$ cat src/design/vas_pkg.sv
`timescale 1ns / 1ps

package vas_pkg;

  // slot table size and derived widths
  localparam int VOICE_SLOTS = 16;
  localparam int SLOT_W      = (VOICE_SLOTS > 1) ? $clog2(VOICE_SLOTS) : 1;
  localparam int COUNT_W     = $clog2(VOICE_SLOTS + 1);

  // fixed field widths
  localparam int KIND_W  = 2;
  localparam int NOTE_W  = 7;
  localparam int CHAN_W  = 4;
  localparam int VEL_W   = 7;
  localparam int IDX_W   = 4;
  localparam int MODE_W  = 2;
  localparam int AGE_W   = 32;
  localparam int OCNT_W  = 5;
  localparam int WIDE_W  = (SLOT_W > IDX_W) ? SLOT_W : IDX_W;

  localparam logic [AGE_W-1:0] AGE_MAX = {AGE_W{1'b1}};

  typedef enum logic [KIND_W-1:0] {
    KIND_NOTE_ON  = 2'd0,
    KIND_NOTE_OFF = 2'd1,
    KIND_RELEASE  = 2'd2,
    KIND_TICK     = 2'd3
  } kind_t;

  typedef enum logic [MODE_W-1:0] {
    MODE_OLDEST  = 2'd0,
    MODE_QUIETEST = 2'd1,
    MODE_HIGHEST = 2'd2,
    MODE_LOWEST  = 2'd3
  } mode_t;

  // command held for the whole scan
  typedef struct packed {
    kind_t              kind;
    logic [NOTE_W-1:0]  note;
    logic [CHAN_W-1:0]  channel;
    logic [IDX_W-1:0]   slot_index;
    mode_t              mode;
  } cmd_t;

  // running result handed from cell to cell
  typedef struct packed {
    logic               free_found;
    logic [SLOT_W-1:0]  free_idx;
    logic               match_found;
    logic [SLOT_W-1:0]  match_idx;
    logic               rel_hit;
    logic [SLOT_W-1:0]  rel_idx;
    logic               have_best;
    logic [SLOT_W-1:0]  best_idx;
    logic [AGE_W-1:0]   best_key;
    logic [COUNT_W-1:0] count;
  } carry_t;

  // table update broadcast at commit
  typedef struct packed {
    logic               set_en;
    logic [SLOT_W-1:0]  set_idx;
    logic [NOTE_W-1:0]  note;
    logic [CHAN_W-1:0]  channel;
    logic [VEL_W-1:0]   velocity;
    logic [AGE_W-1:0]   age;
    logic               clr_en;
    logic [SLOT_W-1:0]  clr_idx;
  } wr_t;

endpackage

$ cat src/design/vas_cell.sv
`timescale 1ns / 1ps

module vas_cell (
  input  logic                  clk,
  input  logic                  rst,
  input  logic [vas_pkg::SLOT_W-1:0] cell_idx,
  input  vas_pkg::cmd_t         cmd,
  input  vas_pkg::wr_t          wr,
  input  vas_pkg::carry_t       carry_in,
  output vas_pkg::carry_t       carry_out
);
  import vas_pkg::*;

  logic              active;
  logic [NOTE_W-1:0] note;
  logic [CHAN_W-1:0] channel;
  logic [VEL_W-1:0]  velocity;
  logic [AGE_W-1:0]  age;

  logic [AGE_W-1:0]  key;
  carry_t            carry_next;

  // slot state: active flag resets, payload is written on note on
  always_ff @(posedge clk) begin
    if (rst) begin
      active <= 1'b0;
    end else if (wr.set_en && wr.set_idx == cell_idx) begin
      active <= 1'b1;
    end else if (wr.clr_en && wr.clr_idx == cell_idx) begin
      active <= 1'b0;
    end
  end

  always_ff @(posedge clk) begin
    if (wr.set_en && wr.set_idx == cell_idx) begin
      note     <= wr.note;
      channel  <= wr.channel;
      velocity <= wr.velocity;
      age      <= wr.age;
    end
  end

  // victim key, smaller is a better victim
  always_comb begin
    unique case (cmd.mode)
      MODE_OLDEST:   key = age;
      MODE_QUIETEST: key = AGE_W'(velocity);
      MODE_HIGHEST:  key = AGE_W'(~note);
      MODE_LOWEST:   key = AGE_W'(note);
      default:       key = age;
    endcase
  end

  // fold this slot into the running result
  always_comb begin
    carry_next = carry_in;
    if (!carry_in.free_found && !active) begin
      carry_next.free_found = 1'b1;
      carry_next.free_idx   = cell_idx;
    end
    if (!carry_in.match_found && active && note == cmd.note && channel == cmd.channel) begin
      carry_next.match_found = 1'b1;
      carry_next.match_idx   = cell_idx;
    end
    if (active && WIDE_W'(cmd.slot_index) == WIDE_W'(cell_idx)) begin
      carry_next.rel_hit = 1'b1;
      carry_next.rel_idx = cell_idx;
    end
    if (!carry_in.have_best || key < carry_in.best_key) begin
      carry_next.have_best = 1'b1;
      carry_next.best_idx  = cell_idx;
      carry_next.best_key  = key;
    end
    carry_next.count = carry_in.count + COUNT_W'(active);
  end

  // hand the result to the next cell
  always_ff @(posedge clk) begin
    carry_out <= carry_next;
  end

endmodule

$ cat src/design/voice_allocator_with_stealing.sv
`timescale 1ns / 1ps

// Voice allocator with stealing. Each slot of the voice table lives in one
// cell of a chain; a command is latched on start and a running result (first
// free slot, first note-off match, release hit, best steal victim, active
// count) walks the chain one cell per clock. Once it leaves the last cell the
// table is updated and one result beat is shown on the outputs for exactly
// one cycle with done high. Busy is high while an item scans the chain and
// commits, and a new start is taken on the cycle done is shown. The receiver
// cannot stall the result beat. stealing_mode is written through
// cfg_valid/cfg_ready, ready whenever no item is in flight.
module voice_allocator_with_stealing (
  input  logic                      clk,
  input  logic                      rst,
  input  logic                      start,
  output logic                      busy,
  input  logic [vas_pkg::KIND_W-1:0] kind,
  input  logic [vas_pkg::NOTE_W-1:0] note,
  input  logic [vas_pkg::CHAN_W-1:0] channel,
  input  logic [vas_pkg::VEL_W-1:0]  velocity,
  input  logic [vas_pkg::IDX_W-1:0]  slot_index,
  input  logic                      cfg_valid,
  output logic                      cfg_ready,
  input  logic [vas_pkg::MODE_W-1:0] stealing_mode,
  output logic                      done,
  output logic [vas_pkg::IDX_W-1:0]  voice_slot,
  output logic                      slot_valid,
  output logic                      was_stolen,
  output logic [vas_pkg::OCNT_W-1:0] active_count,
  output logic                      any_free
);
  import vas_pkg::*;

  typedef enum logic [1:0] {
    ST_IDLE,
    ST_SCAN,
    ST_COMMIT
  } state_t;

  state_t            state;
  logic [SLOT_W-1:0] cnt;
  mode_t             steal_mode;
  cmd_t              cmd;
  logic [VEL_W-1:0]  cmd_vel;
  logic [AGE_W-1:0]  age_counter;

  carry_t            carry [VOICE_SLOTS+1];
  carry_t            fin;
  wr_t               wr;

  logic [COUNT_W-1:0] count_next;
  logic [IDX_W-1:0]   slot_next;
  logic               valid_next;
  logic               stolen_next;

  assign busy      = (state != ST_IDLE);
  assign cfg_ready = (state == ST_IDLE);

  // mode register
  always_ff @(posedge clk) begin
    if (rst) begin
      steal_mode <= MODE_OLDEST;
    end else if (cfg_valid && cfg_ready) begin
      steal_mode <= mode_t'(stealing_mode);
    end
  end

  // latch the command beat
  always_ff @(posedge clk) begin
    if (start && !busy) begin
      cmd.kind       <= kind_t'(kind);
      cmd.note       <= note;
      cmd.channel    <= channel;
      cmd.slot_index <= slot_index;
      cmd.mode       <= (cfg_valid && cfg_ready) ? mode_t'(stealing_mode) : steal_mode;
      cmd_vel        <= velocity;
    end
  end

  // chain of slot cells
  assign carry[0] = '0;

  for (genvar i = 0; i < VOICE_SLOTS; i++) begin : g_cell
    vas_cell u_cell (
      .clk       (clk),
      .rst       (rst),
      .cell_idx  (SLOT_W'(i)),
      .cmd       (cmd),
      .wr        (wr),
      .carry_in  (carry[i]),
      .carry_out (carry[i+1])
    );
  end

  assign fin = carry[VOICE_SLOTS];

  // decision at commit
  always_comb begin
    wr          = '0;
    count_next  = fin.count;
    slot_next   = '0;
    valid_next  = 1'b0;
    stolen_next = 1'b0;
    wr.note     = cmd.note;
    wr.channel  = cmd.channel;
    wr.velocity = cmd_vel;
    wr.age      = age_counter;
    unique case (cmd.kind)
      KIND_NOTE_ON: begin
        wr.set_en   = (state == ST_COMMIT);
        wr.set_idx  = fin.free_found ? fin.free_idx : fin.best_idx;
        slot_next   = IDX_W'(wr.set_idx);
        valid_next  = 1'b1;
        stolen_next = !fin.free_found;
        if (fin.free_found) begin
          count_next = fin.count + COUNT_W'(1);
        end
      end
      KIND_NOTE_OFF: begin
        wr.clr_en  = (state == ST_COMMIT) && fin.match_found;
        wr.clr_idx = fin.match_idx;
        if (fin.match_found) begin
          slot_next  = IDX_W'(fin.match_idx);
          valid_next = 1'b1;
          count_next = fin.count - COUNT_W'(1);
        end
      end
      KIND_RELEASE: begin
        wr.clr_en  = (state == ST_COMMIT) && fin.rel_hit;
        wr.clr_idx = fin.rel_idx;
        slot_next  = cmd.slot_index;
        valid_next = fin.rel_hit;
        if (fin.rel_hit) begin
          count_next = fin.count - COUNT_W'(1);
        end
      end
      KIND_TICK: begin
      end
      default: begin
      end
    endcase
  end

  // sequencer, age counter and result register
  always_ff @(posedge clk) begin
    if (rst) begin
      state       <= ST_IDLE;
      cnt         <= '0;
      age_counter <= '0;
      done        <= 1'b0;
    end else begin
      done <= 1'b0;
      unique case (state)
        ST_IDLE: begin
          if (start) begin
            state <= ST_SCAN;
            cnt   <= '0;
          end
        end
        ST_SCAN: begin
          if (cnt == SLOT_W'(VOICE_SLOTS - 1)) begin
            state <= ST_COMMIT;
          end else begin
            cnt <= cnt + SLOT_W'(1);
          end
        end
        ST_COMMIT: begin
          state        <= ST_IDLE;
          done         <= 1'b1;
          voice_slot   <= slot_next;
          slot_valid   <= valid_next;
          was_stolen   <= stolen_next;
          active_count <= OCNT_W'(count_next);
          any_free     <= (count_next < COUNT_W'(VOICE_SLOTS));
          if (cmd.kind == KIND_TICK && age_counter != AGE_MAX) begin
            age_counter <= age_counter + AGE_W'(1);
          end
        end
        default: begin
          state <= ST_IDLE;
        end
      endcase
    end
  end

  // a started item keeps the block busy
  a_start_busy: assert property (@(posedge clk) disable iff (rst)
    start && !busy |=> busy)
    else $error("accepted item did not raise busy");

  // the result beat never overlaps a scan
  a_done_idle: assert property (@(posedge clk) disable iff (rst)
    done |-> !busy)
    else $error("result shown while scan in flight");

  // a steal only happens with a full table and leaves it full
  a_steal_full: assert property (@(posedge clk) disable iff (rst)
    done && was_stolen |-> slot_valid && !any_free
      && active_count == OCNT_W'(VOICE_SLOTS))
    else $error("steal reported with free slots");

  // count stays within the table
  a_count_range: assert property (@(posedge clk) disable iff (rst)
    done |-> active_count <= OCNT_W'(VOICE_SLOTS))
    else $error("active count beyond slot total");

endmodule
$ cat config.mk
export PLATFORM = sky130hd
export DESIGN_NAME = voice_allocator_with_stealing
export DESIGN_NICKNAME = d
export VERILOG_FILES = /design/src/design/vas_pkg.sv /design/src/design/vas_cell.sv /design/src/design/voice_allocator_with_stealing.sv
export SDC_FILE = /design/constraint.sdc
export NUM_CORES = 2
export LEC_CHECK = 0
export BUFFER_PORTS_ARGS = -buffer_cell sky130_fd_sc_hd__buf_2
export CORE_MARGIN = 2
export CORE_UTILIZATION = 40
export DETAILED_ROUTE_END_ITERATION = 10
export PLACE_DENSITY = 0.53
export SYNTH_ARGS = -nofsm -noshare
export SYNTH_HDL_FRONTEND = slang
export SYNTH_SLANG_ARGS = --single-unit
$ cat constraint.sdc
create_clock -name clk -period 8.6 [get_ports clk]
set_input_delay 0.86 -clock clk [delete_from_list [all_inputs] [get_ports clk]]
set_output_delay 0.86 -clock clk [all_outputs]
set_load 0.02 [all_outputs]
==> results.cfg <==
[timing]
report.final.slew_viol_count = 0
setup_viol = 0
finalSetupTns_ns = 0
relSlewSlack_pct = 20.5
grt_setup_unrepaired = false
fmax_ghz = 0.212
final_critical_path_time_including_i_o_delays_and_setup_ns = 4.71
fin_crit_sh_pct = 54.8
worst_pin_slew_ns = 1.19
final.setup_skew_ns = 0.0202
hold_violations = 0

[placed_design]
port_buffers = 44
dp.final_hpwl_um = 112000
dpl_cell_area_um2 = 76000
place_congestion = 0.820

[worst_setup_path]
timing.critical_path.from_type = flip-flop
cp-end-kind = flip-flop
critPathKind = flip-flop to flip-flop
cp.arrival_ns = 5.39
critical_path.max_fanout = 142
crit_required_ns = 9.28

[clocking]
clock_tree.buffer_depth = 3
worst_skew_pair.late_latency_ns = 0.81
cts_buffers = 177
holdBufCountCts = 0
clock-sinks = 1689
tritoncts_clock_tree = yes
post_cts.resized_instances = 0
htree_num_levels = 4
root_buffer = sky130_fd_sc_hd__clkbuf_16
post_cts.repair.setup_buffers = 0
path_clk_slew_ns = 0.06

[routing]
dr.pass1.iters = 5
vias = 44511
drtAntennaViolNets = 0
drcViolationCount = 0
initialDrtViolationCount = 2480
wl_per_cell_um = 17.8
drt_wl_total_um = 161000
via_per_instance_ratio = 4.91

[layout]
final_net_count = 7073
area_delta_synth_final_pct = 11.9
post_route_cells_drive_above_1_share_pct = 13.0
final_cell_area_um2 = 81700
utilization_pct = 45.1

[logic_synthesis]
synth_top_family_by_area = simple AND/OR/NAND/NOR gates
synth-adder-area-share_pct = 8.61
post_synth_net_total = 7002
synth_seq_cells = 1689
ys_types = 76
dominantRegCellSynth = sky130_fd_sc_hd__dfxtp_1
synth_largest_area_cell = sky130_fd_sc_hd__edfxtp_1
number_of_flops_mapped_to_enable_cells_by_yosys = 838
synth_mux_area_share_pct = 7.10
synth-xor-area-share_pct = 2.92
netlist.area_leader.share_pct = 34.4
yosys_warnings = 0
async_reset_ff_share_pct = 0
syn_inst = 6469
synth_area_um2 = 73100
synth-compound-area-share_pct = 7.01
yosysSeqAreaShare_pct = 57.7
area_share_of_and_or_nand_nor_cells_after_synthesis_pct = 12.0
post_synth.cell_area_avg_um2 = 11.3
synth_top_cells_by_area = sky130_fd_sc_hd__edfxtp_1 34%, sky130_fd_sc_hd__dfxtp_1 23%, sky130_fd_sc_hd__ha_1 8.6%

[die]
fp.dieArea_um2 = 186000
die_h_um = 431
core_area_um2 = 181000
die_x_um = 431
effective_utilization_at_floorplan_pct = 40.3
number_of_i_o_pins = 45
row_count = 156

[power_and_ir_drop]
power.ir.vdd_worst_v = 0.000182
power.static_leakage_uw = 0.0339
power.density_cell_area_nw_per_um2 = 274
total_power_uw = 22400

[grt]
antenna_violations_before_repair = 7
grt_overflow_total = 0
pin_count_of_the_biggest_net_entering_global_routing = 149
grt_use_total_pct = 17.3
grt_first_pass_wirelength_um = 252000
first_global_vias = 44021

[job]
count_of_max_cap_constraint_violations = 0

[run_status]
outcome = completed

[hold_path]
hold_class = input pin to flip-flop
layer usage:
layer / track usage, % / wire (um) / vias up / share of wire, %
li1: - / - / 22432 / -
met1: 24.2 / 78900 / 21134 / 49
met2: 27.6 / 72400 / 698 / 45
met3: 2.67 / 6180 / 247 / 3.8
met4: 5.11 / 3950 / 0 / 2.4
met5: 0 / 0 / - / 0
state kept, by name, indices dropped and copies added, names as in the netlist, 2 cells and up:
register	flops
active_count	5
age_counter	32
cmd	19
cmd_vel	7
cnt	4
g_cell.u_cell.active	16
g_cell.u_cell.age	512
g_cell.u_cell.carry_out	794
g_cell.u_cell.channel	64
g_cell.u_cell.note	112
g_cell.u_cell.velocity	112
state	2
steal_mode	2
voice_slot	4
final cells by class:
type / instances / area (um2)
diodes: 1 / 2.50
fillers: 16677 / 99400
well taps: 2370 / 2970
clock buffers: 265 / 5100
multi-input cells: 3925 / 27600
flip-flops and latches: 1689 / 42200
inverters: 619 / 2320
repair buffers: 128 / 951
clock inverters: 65 / 638
Yosys cell counts (all sizes together) (38+ instances only):
| master | instances |
|---|---|
| nor2 | 930 |
| dfxtp | 851 |
| edfxtp | 838 |
| inv | 618 |
| ha | 503 |
| mux2 | 453 |
| o21ai | 390 |
| nand2 | 305 |
| xor2 | 176 |
| clkbuf | 155 |
| nand2b | 142 |
| a21oi | 130 |
| nand3 | 95 |
| a21o | 93 |
| buf | 81 |
| nand4 | 77 |
| xnor2 | 68 |
| nor2b | 57 |
| or2 | 53 |
| nor3 | 51 |
| and2 | 46 |
| nor4 | 38 |
power breakdown:
part / internal (uW) / switching, uW
Sequential: 9460 / 576
Clock: 4300 / 3150
Combinational: 2400 / 2500
Total: 16200 / 6230
placed cells by master (no fill, tap or decap), drive strengths merged, types with 38 or more instances in the layout:
master and instances:
clkinv 52, nor2b 57, a21oi 130, nor4 38, xor2 176, ha 503, nor3 51, clkbuf 265
edfxtp 838, dfxtp 851, nand3 95, mux2 453, o21ai 390, and2 46, or2 53, a21o 93
nor2 930, nand4 77, inv 623, buf 128, nand2 305, nand2b 142, xnor2 68
final timing paths:
kind                                                startpoint                             end  slack (ns)  cells after the start
worst max-delay path                                    cmd[0]  g_cell[1].u_cell.carry_out[28]        3.89                     11
worst min-delay path                                channel[1]                          cmd[7]        0.23                      1
worst max register to register                          cmd[0]  g_cell[1].u_cell.carry_out[28]        3.89                     11
worst min register to register  g_cell[0].u_cell.carry_out[56]  g_cell[1].u_cell.carry_out[52]        0.40                      1
critical path: stages, from the launching register on:
cell	delay (ns)
sky130_fd_sc_hd__edfxtp_1	0.37
sky130_fd_sc_hd__buf_12	0.40
sky130_fd_sc_hd__buf_12	0.51
sky130_fd_sc_hd__nor2_1	0.17
sky130_fd_sc_hd__ha_1	0.37
sky130_fd_sc_hd__a21oi_1	0.16
sky130_fd_sc_hd__nand2_1	0.08
sky130_fd_sc_hd__a221oi_1	0.42
sky130_fd_sc_hd__o41ai_1	0.21
sky130_fd_sc_hd__a211oi_4	0.85
sky130_fd_sc_hd__buf_4	0.41
sky130_fd_sc_hd__mux2_2	0.38
cells by family (layout without fill, tap and decap cells):
| kind of cell | Yosys count | count (layout) |
|---|---|---|
| AO/OA/AOI/OAI | 830 | 830 |
| XOR/XNOR | 244 | 244 |
| adder cells (fa/ha/maj) | 503 | 503 |
| buffers and inverters | 855 | 1077 |
| flip-flops | 1689 | 1689 |
| multiplexers | 454 | 454 |
| other | 0 | 1 |
| AND/OR/NAND/NOR | 1894 | 1894 |
metrics by stage:
stage	setup slack (ns)	std cells	hold slack (ns)
final	3.89	9062	0.233
after global routing	3.57	9061	0.178
after CTS	3.86	9061	0.162
after detailed placement	3.86	8731	0.386
after global placement	3.90	8731	0.383
after floorplan	4.31	6469	0.369
Note: power is estimated with default switching activity, not from simulation.
